==> src/sv/lim_pkg.sv <==
// ---------------------------------------------------------------------------
// lim_pkg: shared types and constants for the line interval merger
// Entry and result layouts, config indexes, default sizing.
// ---------------------------------------------------------------------------
`default_nettype none

package lim_pkg;

    localparam int LINE_W         = 31;
    localparam int MAX_RANGES_DEF = 32;
    localparam int CFG_IDX_W      = 1;

    localparam logic [CFG_IDX_W-1:0] REG_CLAMP_ENABLE = 1'd0;
    localparam logic [CFG_IDX_W-1:0] REG_TOTAL_LINES  = 1'd1;

    // one stored range, both ends already known to be positive
    typedef struct packed {
        logic [LINE_W-1:0] line_end;
        logic [LINE_W-1:0] line_start;
    } entry_t;

    typedef struct packed {
        logic              clamp_enable;
        logic [LINE_W-1:0] total_lines;
    } cfg_t;

    typedef struct packed {
        logic [LINE_W-1:0] merged_start;
        logic [LINE_W-1:0] merged_end;
        logic              last_result;
        logic              empty_set;
        logic              overflow;
    } result_t;

endpackage

`default_nettype wire

==> src/sv/line_interval_merger.sv <==
// ---------------------------------------------------------------------------
// line_interval_merger: sort and merge a set of line ranges
// Collects ranges, keeps them sorted by start, merges overlapping or touching ranges.
// ---------------------------------------------------------------------------
// Each request on the s_ group is one range; the request with s_tlast closes
// the set. With clamp_enable set, starts are raised to 1 and ends cut to
// total_lines; ranges with start below 1 or end before start are dropped.
// Kept ranges are inserted into a store (MAX_RANGES deep) by a sequencer that
// walks down from the top entry with one comparator, shifting up one slot each
// stored range with a larger start (at most MAX_RANGES - 1); a dropped request
// is not stored. The closing request then walks the store once, emitting
// merged ranges through a one-deep output register; m_tready backpressure
// stalls the walk.
// s_tready is low for the whole insert and merge. An empty set gives a single
// result with empty_set and m_tlast set. Once the store is full further kept
// ranges are lost and overflow is raised on every result of that set.
// Write configuration only while the block is idle.
`default_nettype none

module line_interval_merger
    import lim_pkg::*;
#(
    parameter int MAX_RANGES = MAX_RANGES_DEF
) (
    input  wire logic                 clk,
    input  wire logic                 rst_n,
    // configuration
    input  wire logic                 cfg_we,
    input  wire logic [CFG_IDX_W-1:0] cfg_index,
    input  wire logic [LINE_W-1:0]    cfg_wdata,
    // range requests
    input  wire logic                 s_tvalid,
    output logic                      s_tready,
    input  wire logic [63:0]          s_tdata,   // [31:0] range_start, [63:32] range_end
    input  wire logic                 s_tlast,   // last_range
    // merged results
    output logic                      m_tvalid,
    input  wire logic                 m_tready,
    output logic [63:0]               m_tdata,   // [30:0] merged_start, [61:31] merged_end
    output logic                      m_tlast,   // last_result
    output logic [1:0]                m_tuser    // [0] empty_set, [1] overflow
);

    localparam int AW = $clog2(MAX_RANGES);

    cfg_t    cfg_reg;
    logic    out_valid_reg;
    result_t out_reg;

    logic    st_wr_en, st_rd_en;
    logic [AW-1:0] st_wr_addr, st_rd_addr;
    entry_t  st_wr_data, st_rd_data;
    logic    out_free;
    logic    res_emit;
    result_t res;

    // config registers
    always_ff @(posedge clk or negedge rst_n)
    begin
        if (!rst_n)
        begin
            cfg_reg <= '0;
        end
        else if (cfg_we)
        begin
            case (cfg_index)
                REG_CLAMP_ENABLE: cfg_reg.clamp_enable <= cfg_wdata[0];
                REG_TOTAL_LINES:  cfg_reg.total_lines  <= cfg_wdata;
                default:          cfg_reg <= cfg_reg;
            endcase
        end
    end

    lim_store #(
        .DEPTH (MAX_RANGES)
    ) u_store (
        .clk     (clk),
        .wr_en   (st_wr_en),
        .wr_addr (st_wr_addr),
        .wr_data (st_wr_data),
        .rd_en   (st_rd_en),
        .rd_addr (st_rd_addr),
        .rd_data (st_rd_data)
    );

    lim_ctrl #(
        .MAX_RANGES (MAX_RANGES)
    ) u_ctrl (
        .clk        (clk),
        .rst_n      (rst_n),
        .cfg        (cfg_reg),
        .in_valid   (s_tvalid),
        .in_ready   (s_tready),
        .in_start   (s_tdata[31:0]),
        .in_end     (s_tdata[63:32]),
        .in_last    (s_tlast),
        .st_wr_en   (st_wr_en),
        .st_wr_addr (st_wr_addr),
        .st_wr_data (st_wr_data),
        .st_rd_en   (st_rd_en),
        .st_rd_addr (st_rd_addr),
        .st_rd_data (st_rd_data),
        .out_free   (out_free),
        .res_emit   (res_emit),
        .res        (res)
    );

    // output register: free when empty or being taken this cycle
    assign out_free = !out_valid_reg || m_tready;

    always_ff @(posedge clk or negedge rst_n)
    begin
        if (!rst_n)
        begin
            out_valid_reg <= 1'b0;
        end
        else if (out_free)
        begin
            out_valid_reg <= res_emit;
        end
    end

    always_ff @(posedge clk)
    begin
        if (out_free && res_emit)
        begin
            out_reg <= res;
        end
    end

    assign m_tvalid = out_valid_reg;
    assign m_tdata  = {2'b00, out_reg.merged_end, out_reg.merged_start};
    assign m_tlast  = out_reg.last_result;
    assign m_tuser  = {out_reg.overflow, out_reg.empty_set};

    // sequencer never emits into an occupied, stalled output register
    a_emit_free: assert property (@(posedge clk) disable iff (!rst_n)
        res_emit |-> out_free)
        else $error("result emitted while output register stalled");

    // an empty-set result is always the closing one
    a_empty_last: assert property (@(posedge clk) disable iff (!rst_n)
        (m_tvalid && m_tuser[0]) |-> m_tlast)
        else $error("empty-set result without last flag");

    // a merged range is never inverted
    a_ordered: assert property (@(posedge clk) disable iff (!rst_n)
        (m_tvalid && !m_tuser[0]) |-> (out_reg.merged_start <= out_reg.merged_end))
        else $error("merged range start above end");

    // no input taken while a set is being inserted or merged
    a_busy: assert property (@(posedge clk) disable iff (!rst_n)
        (st_wr_en || st_rd_en) |-> !s_tready)
        else $error("input ready during store access");

endmodule

`default_nettype wire

==> src/sv/lim_store.sv <==
// ---------------------------------------------------------------------------
// lim_store: range store
// Single write port, single registered read port.
// ---------------------------------------------------------------------------
`default_nettype none

module lim_store
    import lim_pkg::*;
#(
    parameter int DEPTH = MAX_RANGES_DEF,
    localparam int AW   = $clog2(DEPTH)
) (
    input  wire logic          clk,
    input  wire logic          wr_en,
    input  wire logic [AW-1:0] wr_addr,
    input  wire entry_t        wr_data,
    input  wire logic          rd_en,
    input  wire logic [AW-1:0] rd_addr,
    output entry_t             rd_data
);

    entry_t mem [DEPTH];
    entry_t rd_data_reg;

    always_ff @(posedge clk)
    begin
        if (wr_en)
        begin
            mem[wr_addr] <= wr_data;
        end
    end

    always_ff @(posedge clk)
    begin
        if (rd_en)
        begin
            rd_data_reg <= mem[rd_addr];
        end
    end

    assign rd_data = rd_data_reg;

endmodule

`default_nettype wire

==> src/sv/lim_ctrl.sv <==
// ---------------------------------------------------------------------------
// lim_ctrl: insert / merge sequencer
// Filters each request, walks the store top-down to insert it in start
// order, and on the closing request walks it upward to merge and emit.
// ---------------------------------------------------------------------------
`default_nettype none

module lim_ctrl
    import lim_pkg::*;
#(
    parameter int MAX_RANGES = MAX_RANGES_DEF,
    localparam int AW        = $clog2(MAX_RANGES),
    localparam int CW        = $clog2(MAX_RANGES + 1)
) (
    input  wire logic          clk,
    input  wire logic          rst_n,
    input  wire cfg_t          cfg,
    input  wire logic          in_valid,
    output logic               in_ready,
    input  wire logic [31:0]   in_start,
    input  wire logic [31:0]   in_end,
    input  wire logic          in_last,
    output logic               st_wr_en,
    output logic [AW-1:0]      st_wr_addr,
    output entry_t             st_wr_data,
    output logic               st_rd_en,
    output logic [AW-1:0]      st_rd_addr,
    input  wire entry_t        st_rd_data,
    input  wire logic          out_free,
    output logic               res_emit,
    output result_t            res
);

    localparam logic [2:0] S_IDLE = 3'd0;
    localparam logic [2:0] S_IRD  = 3'd1;
    localparam logic [2:0] S_ICMP = 3'd2;
    localparam logic [2:0] S_MRD  = 3'd3;
    localparam logic [2:0] S_MDAT = 3'd4;
    localparam logic [2:0] S_MFIN = 3'd5;

    localparam logic [CW-1:0] CNT_MAX = CW'(MAX_RANGES);
    localparam logic [CW-1:0] CNT_ONE = CW'(1);

    logic [2:0]        state_reg, state_next;
    logic [CW-1:0]     cnt_reg, cnt_next;
    logic [CW-1:0]     idx_reg, idx_next;
    logic              drop_reg, drop_next;
    logic              last_reg, last_next;
    entry_t            new_reg, new_next;
    logic [LINE_W-1:0] cs_reg, cs_next;
    logic [LINE_W-1:0] ce_reg, ce_next;

    logic signed [31:0] s_raw, e_raw, s_clamp, e_clamp, tot_s;
    logic               keep;
    logic               touch;
    logic [CW-1:0]      idx_inc;

    // clamp and filter of the incoming request
    always_comb
    begin
        s_raw   = signed'(in_start);
        e_raw   = signed'(in_end);
        tot_s   = signed'({1'b0, cfg.total_lines});
        s_clamp = s_raw;
        e_clamp = e_raw;
        if (cfg.clamp_enable)
        begin
            if (s_raw < 32'sd1)
            begin
                s_clamp = 32'sd1;
            end
            if (e_raw > tot_s)
            begin
                e_clamp = tot_s;
            end
        end
        keep = (s_clamp > 32'sd0) && (e_clamp >= s_clamp);
    end

    // merge compare: next start touches or overlaps the open range
    assign touch   = {1'b0, st_rd_data.line_start} <= ({1'b0, ce_reg} + 32'd1);
    assign idx_inc = idx_reg + CNT_ONE;
    assign in_ready = (state_reg == S_IDLE);

    always_comb
    begin
        state_next = state_reg;
        cnt_next   = cnt_reg;
        idx_next   = idx_reg;
        drop_next  = drop_reg;
        last_next  = last_reg;
        new_next   = new_reg;
        cs_next    = cs_reg;
        ce_next    = ce_reg;
        st_wr_en   = 1'b0;
        st_wr_addr = idx_reg[AW-1:0];
        st_wr_data = new_reg;
        st_rd_en   = 1'b0;
        st_rd_addr = idx_reg[AW-1:0];
        res_emit   = 1'b0;
        res        = '{merged_start: cs_reg, merged_end: ce_reg, last_result: 1'b0,
                       empty_set: 1'b0, overflow: drop_reg};

        case (state_reg)
            S_IDLE:
            begin
                if (in_valid)
                begin
                    last_next = in_last;
                    new_next  = '{line_end: e_clamp[LINE_W-1:0],
                                  line_start: s_clamp[LINE_W-1:0]};
                    if (keep && (cnt_reg != CNT_MAX))
                    begin
                        idx_next   = cnt_reg;
                        state_next = S_IRD;
                    end
                    else
                    begin
                        if (keep)
                        begin
                            drop_next = 1'b1;
                        end
                        if (in_last)
                        begin
                            idx_next   = '0;
                            state_next = (cnt_reg == '0) ? S_MFIN : S_MRD;
                        end
                    end
                end
            end

            S_IRD:
            begin
                if (idx_reg == '0)
                begin
                    st_wr_en   = 1'b1;
                    cnt_next   = cnt_reg + CNT_ONE;
                    state_next = last_reg ? S_MRD : S_IDLE;
                end
                else
                begin
                    st_rd_en   = 1'b1;
                    st_rd_addr = AW'(idx_reg - CNT_ONE);
                    state_next = S_ICMP;
                end
            end

            S_ICMP:
            begin
                st_wr_en = 1'b1;
                if (st_rd_data.line_start > new_reg.line_start)
                begin
                    // shift the larger entry up one slot
                    st_wr_data = st_rd_data;
                    idx_next   = idx_reg - CNT_ONE;
                    state_next = S_IRD;
                end
                else
                begin
                    cnt_next   = cnt_reg + CNT_ONE;
                    idx_next   = '0;
                    state_next = last_reg ? S_MRD : S_IDLE;
                end
            end

            S_MRD:
            begin
                st_rd_en   = 1'b1;
                state_next = S_MDAT;
            end

            S_MDAT:
            begin
                if ((idx_reg == '0) || touch || out_free)
                begin
                    if (idx_reg == '0)
                    begin
                        cs_next = st_rd_data.line_start;
                        ce_next = st_rd_data.line_end;
                    end
                    else if (touch)
                    begin
                        if (st_rd_data.line_end > ce_reg)
                        begin
                            ce_next = st_rd_data.line_end;
                        end
                    end
                    else
                    begin
                        res_emit = 1'b1;
                        cs_next  = st_rd_data.line_start;
                        ce_next  = st_rd_data.line_end;
                    end
                    idx_next   = idx_inc;
                    state_next = (idx_inc == cnt_reg) ? S_MFIN : S_MRD;
                end
            end

            S_MFIN:
            begin
                res.last_result = 1'b1;
                if (cnt_reg == '0)
                begin
                    res.empty_set    = 1'b1;
                    res.merged_start = '0;
                    res.merged_end   = '0;
                end
                if (out_free)
                begin
                    res_emit   = 1'b1;
                    cnt_next   = '0;
                    drop_next  = 1'b0;
                    state_next = S_IDLE;
                end
            end

            default:
            begin
                state_next = S_IDLE;
            end
        endcase
    end

    always_ff @(posedge clk or negedge rst_n)
    begin
        if (!rst_n)
        begin
            state_reg <= S_IDLE;
            cnt_reg   <= '0;
            idx_reg   <= '0;
            drop_reg  <= 1'b0;
            last_reg  <= 1'b0;
        end
        else
        begin
            state_reg <= state_next;
            cnt_reg   <= cnt_next;
            idx_reg   <= idx_next;
            drop_reg  <= drop_next;
            last_reg  <= last_next;
        end
    end

    always_ff @(posedge clk)
    begin
        new_reg <= new_next;
        cs_reg  <= cs_next;
        ce_reg  <= ce_next;
    end

endmodule

`default_nettype wire

==> config.mk <==
export PLATFORM = sky130hd
export DESIGN_NAME = line_interval_merger
export DESIGN_NICKNAME = d
export VERILOG_FILES = /design/src/sv/lim_pkg.sv /design/src/sv/line_interval_merger.sv /design/src/sv/lim_store.sv /design/src/sv/lim_ctrl.sv
export SDC_FILE = /design/constraint.sdc
export NUM_CORES = 2
export LEC_CHECK = 0
export ABC_CLOCK_PERIOD_IN_PS = 18700
export BUFFER_PORTS_ARGS = -buffer_cell sky130_fd_sc_hd__buf_4
export CAP_MARGIN = 10
export CELL_PAD_IN_SITES_DETAIL_PLACEMENT = 0
export CELL_PAD_IN_SITES_GLOBAL_PLACEMENT = 2
export CORE_ASPECT_RATIO = 0.6
export CORE_MARGIN = 3
export CORE_UTILIZATION = 49
export DETAILED_ROUTE_END_ITERATION = 8
export PLACE_DENSITY = 0.93
export SLEW_MARGIN = 10
export SYNTH_ARGS = -nofsm -noshare
export SYNTH_HDL_FRONTEND = slang
export SYNTH_SLANG_ARGS = --single-unit
==> constraint.sdc <==
create_clock -name clk -period 18.7 [get_ports clk]
set_input_delay 3.74 -clock clk [delete_from_list [all_inputs] [get_ports clk]]
set_output_delay 3.74 -clock clk [all_outputs]
set_load 0.02 [all_outputs]
# Word-level counts from Yosys, hierarchy flattened
# Memory sizes are Yosys's and may differ from the RTL's. A register that Yosys moved wholly into a read port is not among the register bits.
# Index checks and enable logic that the tools add are counted.
classes:
  add_sub_neg: 4
  order_cmp: 7
  eq_ne: 17
  n_mux: 53
  bitwise_logic: 1
  n_reduce_logical: 22
op_table:
  columns: ["operator", "count"]
  rows:
  - ["$mux W62", 3]
  - ["$mux W31", 5]
  - ["$mux W32", 4]
  - ["$mux W64", 1]
  - ["$gt A31 B31 Y1", 2]
  - ["$mux W6", 8]
  - ["$pmux W6 S3", 2]
  - ["$add A31 B1 Y32 const B", 1]
  - ["$ge A32 B32 Y1", 1]
  - ["$gt A32 B1 Y1 const B", 1]
  - ["$gt A32 B32 Y1", 1]
  - ["$le A31 B32 Y1", 1]
  - ["$lt A32 B2 Y1 const B", 1]
  - ["$mux W3", 9]
  - ["$pmux W3 S6", 1]
  - ["$mux W1", 13]
  - ["$add A6 B1 Y6 const B", 2]
  - ["$logic_not A6 Y1", 2]
  - ["$reduce_and A4 Y1", 3]
  - ["$mux W5", 2]
  - ["$ne A2 B2 Y1 const B", 5]
  - ["$pmux W1 S2", 4]
  - ["$eq A3 B2 Y1 const B", 2]
  - ["$eq A3 B3 Y1 const B", 2]
  - ["other kinds (18)", 28]
totals:
  ff_bits: 239
  ram_bits: 1984
  input_bits: 102
  out_inout_bits: 69
  wordCells: 122
  memories: 1
memory_table:
  columns: ["name", "words", "word_bits", "read_ports", "rd_ports_with_merged_regs", "wr", "line_no", "rtl"]
  rows:
  - ["u_store.mem", 32, 62, 1, 1, 1, "lim_store.sv:22", "entry_t mem [DEPTH];"]

# Longest topological paths before layout
logic_depth:
  ltp_word: 9
  ltp_mapped: 20
  mapped_depth_nobuf: 19

# Cells and area by module
# A second synthesis with hierarchy kept.
unflattened:
  hier_cells: 5682
  hier_area_um2: 93522.2
modules_own_cells:
  columns: ["module", "n_inst", "cells_each", "area_per_inst_um2", "seq_area_each_um2"]
  rows:
  - ["lim_store", 1, 4332, 78667.9, 61438.9]
  - ["lim_ctrl", 1, 1209, 11519.8, 4149.0]
  - ["line_interval_merger", 1, 141, 3334.4, 2777.7]

# Least setup slack after synthesis
# Ideal clock, no wire load.
synth_path:
  path_type: "input port to flip-flop"
  start: "in s_tdata[33]"
  end: "reg u_ctrl.idx_reg[3]"
  setup_time_ps: 125
  arrival_time_ps: 7858
  required_ps: 18575
  slack_ps: 10717
  cell_stages: 19
  n_path_buf: 1
  cell_sequence: "ha_1 -> nor2b_1 -> o21a_1 -> o21ai_1 -> a21oi_1 -> o31a_1 -> o21ai_0 -> a21oi_1 -> clkbuf_1 -> mux2_2 -> ha_1 -> and4_1 -> nand3_1 -> a2111oi_0 -> a221oi_1 -> a21oi_1 -> a211oi_1 -> a211oi_4 -> mux2_4"
synth_via:
  elab_chain_cells: 9
  word_cells_on_any_way: 11
  cone_classes: "order compare: 2; eq/ne: 1; mux: 5; reduce/logical: 3"
synth_lines:
  columns: ["element", "line_no", "rtl"]
  rows:
  - ["start: declaration", "line_interval_merger.sv:34", "input wire logic [63:0] s_tdata,"]
  - ["$gt A32 B32 Y1 (*)", "lim_ctrl.sv:72", "if (e_raw > tot_s)"]
  - ["$mux W32 (*)", "lim_ctrl.sv:72", null]
  - ["$mux W32 (*)", "lim_ctrl.sv:66", "if (cfg.clamp_enable)"]
  - ["net u_ctrl.e_clamp[23]", "lim_ctrl.sv:53", "logic signed [31:0] s_raw, e_raw, s_clamp, e_clamp, tot_s;"]
  - ["$ge A32 B32 Y1 (*)", "lim_ctrl.sv:77", "keep = (s_clamp > 32'sd0) && (e_clamp >= s_clamp);"]
  - ["$logic_and A1 B1 Y1 (*)", "lim_ctrl.sv:77", null]
  - ["$logic_and A1 B1 Y1 (*)", "lim_ctrl.sv:112", "if (keep && (cnt_reg != CNT_MAX))"]
  - ["$mux W6", "lim_ctrl.sv:112", null]
  - ["$mux W6", "lim_ctrl.sv:107", "if (in_valid)"]
  - ["$pmux W6 S3", "lim_ctrl.sv:104", "case (state_reg)"]
  - ["end signal: assignment", "lim_ctrl.sv:238", "idx_reg <= idx_next;"]
  - ["end: declaration", "lim_ctrl.sv:46", "logic [CW-1:0] idx_reg, idx_next;"]
# Mark *: on every way through the listed nets, which the timed path passes. The rest lies on a longest branch. The select of a mux whose other input is x is not followed.
# A chain may end at the register's enable or synchronous reset.

# Final worst setup path
layout_path:
  start: "in s_tdata[62]"
  end: "reg u_ctrl.idx_reg[3]"
# Same word-level chain as after synthesis.

==> qor.yml <==
outcome:
  outcome: "completed"
global_routing:
  track_usage_pct: 28.4
  grt_pass1_vias: 53600
  grt_pass1_wl_um: 397000
  grt_max_degree: 185
  antenna_found_initial: 20
  overflow: 0
finish:
  final_cell_mix: "2235 x edfxtp_1, 1577 x nand2_1, 530 x nand3_1, 341 x nand4_1, 276 x buf_4"
  fillers: 14600
  largest-register: "u_store.mem"
  multi_input_area_mm2: 0.0223
  nets: 6896
  seqCellArea_mm2: 0.0684
  area_growth_syn_to_layout_pct: 11.2
  final_common_cell: "edfxtp_1"
  drive_above_1_share_pct: 10.5
  largest_reg_flops: 1984
timing:
  finalCritPeriodShare_pct: 47.9
  fin_setup_tns_ns: 0
  tightest_slew_ns: 1.21
  timing.fmax_mhz: 112
  hold_viol: 0
  hold_slack_ns: 0.461
  rsz0062_at_grt: "false"
  final_max_slew_viol_count: 0
  setup_viol: 0
  relSlewSlack_pct: 19.1
  min_period_ns: 8.96
  fin_skew_ns: 0.0759
yosys:
  synth_cell_types: 81
  synth_flop_cell: "edfxtp_1"
  synth_edf_count: 2235
  synth-async-reset-ratio_pct: 2.19
  ys_seq_elements: 2285
  ys_warn_count: 0
  avgSynthCellArea_um2: 14.2
  yosysSeqAreaShare_pct: 74.1
  synthesis.area_mm2: 0.0923
  syn_inst: 6509
power:
  leakagePower_nw: 34.7
  ir_drop_mv: 0.310
  p_sw_mw: 6.61
  p_comb_share_pct: 35.0
  pwr-share-clk_pct: 23.5
  power.density_mw_per_mm2: 166
  internal_power_mw: 10.4
  p_sw_share_pct: 38.9
  power_frac_seq_pct: 41.5
worst_setup_path:
  worst_setup_path_end_kind: "flip-flop"
  criticalPathCategory: "input port to flip-flop"
  worstPathArrival_ns: 9.66
  required_ns: 19.40
  crit_fanout: 32
  start_kind: "input port"
worst_hold_path:
  hold_path.class: "flip-flop to flip-flop"
clocking:
  h-tree-depth: 4
  path_clk_slew_ns: 0.07
  cts.path.max_buffers: 4
  cts_hold_buf: 0
  cts.sinks: 2285
  cts_tree: "built"
  cts_root_buffer: "clkbuf_16"
  cts_buffers: 199
  cts_resized: 0
  clkLatencyLatePin_ns: 0.88
  postCtsSetupBuffers: 0
drt:
  ant_nets: 0
  wl_per_cell_um: 30.4
  avgViaCountPerCell: 6.29
  dr.pass1.iters: 6
  drt_iter0_markers: 10000
  drc: 0
  dr_total_vias: 58400
  wirelength_um: 282000
floorplanning:
  die_w_um: 566
  core_mm2: 0.186
  initial_core_util_pct: 49.7
  die_h_um: 342
  die_area_mm2: 0.194
  rows: 122
  pin_count: 171
placement:
  io_buffer_count: 168
  place_congestion: 0.917
  dp_hpwl_um: 153000
run:
  max_cap_viol_count: 0
Yosys cell counts (all sizes together) (3+ instances only):
cell	n	area (um^2)
o2111ai	3	26.3
and4	9	81.3
or4	3	26.3
a31oi	4	25.0
nand2	1578	5920
edfxtp	2235	67100
inv	143	537
a32oi	248	2170
dfrtp	50	1250
buf	112	602
a21boi	3	22.5
a21o	27	203
nand3	532	2670
ha	164	2050
o21a	6	45.0
a211oi	5	50.1
xnor2	39	342
xor2	3	26.3
mux2i	257	2570
nand4	341	2130
nor3	18	106
and2	7	43.8
nand2b	4	25.0
a21oi	66	338
o211ai	6	45.0
and3	7	43.8
o21ai	40	200
nor3b	4	35.0
o31ai	4	30.0
nor2	102	383
clkbuf	255	965
nor2b	41	257
a2111oi	3	32.5
mux2	125	1410
o22ai	3	18.8
nor4	13	96.3
or3	7	43.8
a221oi	6	52.6
cell type report:
cell class,count,share of cell area [%]
diodes,5,0.0122
flip-flops and latches,2285,66.6
inverters,144,0.527
multi-input cells,3714,21.7
clock inverters,106,0.801
repair buffers,286,2.21
well taps,2480,3.02
clock buffers,250,5.12
worst paths after layout:
check,end,start,cells after the start,slack (ns)
min in group asynchronous,u_ctrl.cnt_reg[1],rst_n,1,3.00
max in group asynchronous,cfg_reg[16],rst_n,1,15.09
max reg2reg,u_store.rd_data[33],u_ctrl.idx_reg[0],14,11.86
min,m_tuser[1],u_ctrl.drop_reg,0,0.46
min reg2reg,m_tuser[1],u_ctrl.drop_reg,0,0.46
max,u_ctrl.idx_reg[3],s_tdata[62],18,9.74
kinds of logic after synthesis:
kind of cell / Yosys count / synth area share (%)
AOI/OAI and AO/OA: 449 / 3.79
DFF: 2285 / 74.1
muxes: 382 / 4.32
and+or+nand+nor: 2675 / 12.9
adders and majority gates: 164 / 2.22
other: 1 / 0.00406
buffers and inverters: 511 / 2.28
xor gates and xnor gates: 42 / 0.398
power groups by stage:
| stage | combinational (mW) | clock, mW | sequential, mW |
|---|---|---|---|
| finish | 5.95 | 3.99 | 7.06 |
| global route | 6.36 | 4.22 | 7.06 |
| CTS | 5.83 | 4.00 | 7.04 |
| detailed placement | 5.80 | 0 | 7.15 |
| global placement | 5.72 | 0 | 7.15 |
| floorplan | 3.81 | 0 | 6.92 |
layer usage:
layer	vias up	GRT usage (%)	part of all wire, %
li1	24700	-	-
met1	29400	43.7	42
met2	3783	40.8	43
met3	440	6.33	12
met4	10	7.02	2.6
met5	-	0	0.023
critical path: stages:
cell and delay (ns):
buf_4 0.13, ha_1 0.29, nand4b_1 0.15, nor4_1 0.99, o21ai_0 0.38, a21oi_4 0.23, buf_4 0.44, mux2_2 0.42
ha_1 0.31, nand4_1 0.11, or2_1 0.37, a2111oi_0 0.47, a221oi_1 0.18, a21oi_1 0.22, buf_4 0.26, a211oi_1 0.15
a211oi_4 0.43, mux2_4 0.34
stage by stage:
stage	util [%]	setup WS, ns	total power [mW]	cell area, um^2	cells
after floorplan	-	10.72	10.7	92300	6510
after global placement	52.0	9.19	12.9	96500	8909
after detailed placement	52.0	9.24	13.0	96500	8909
after CTS	55.2	10.08	16.9	103000	9265
after global routing	55.2	9.65	17.6	103000	9266
final	55.2	9.74	17.0	103000	9270
Note: power is estimated with default switching activity, not from simulation.
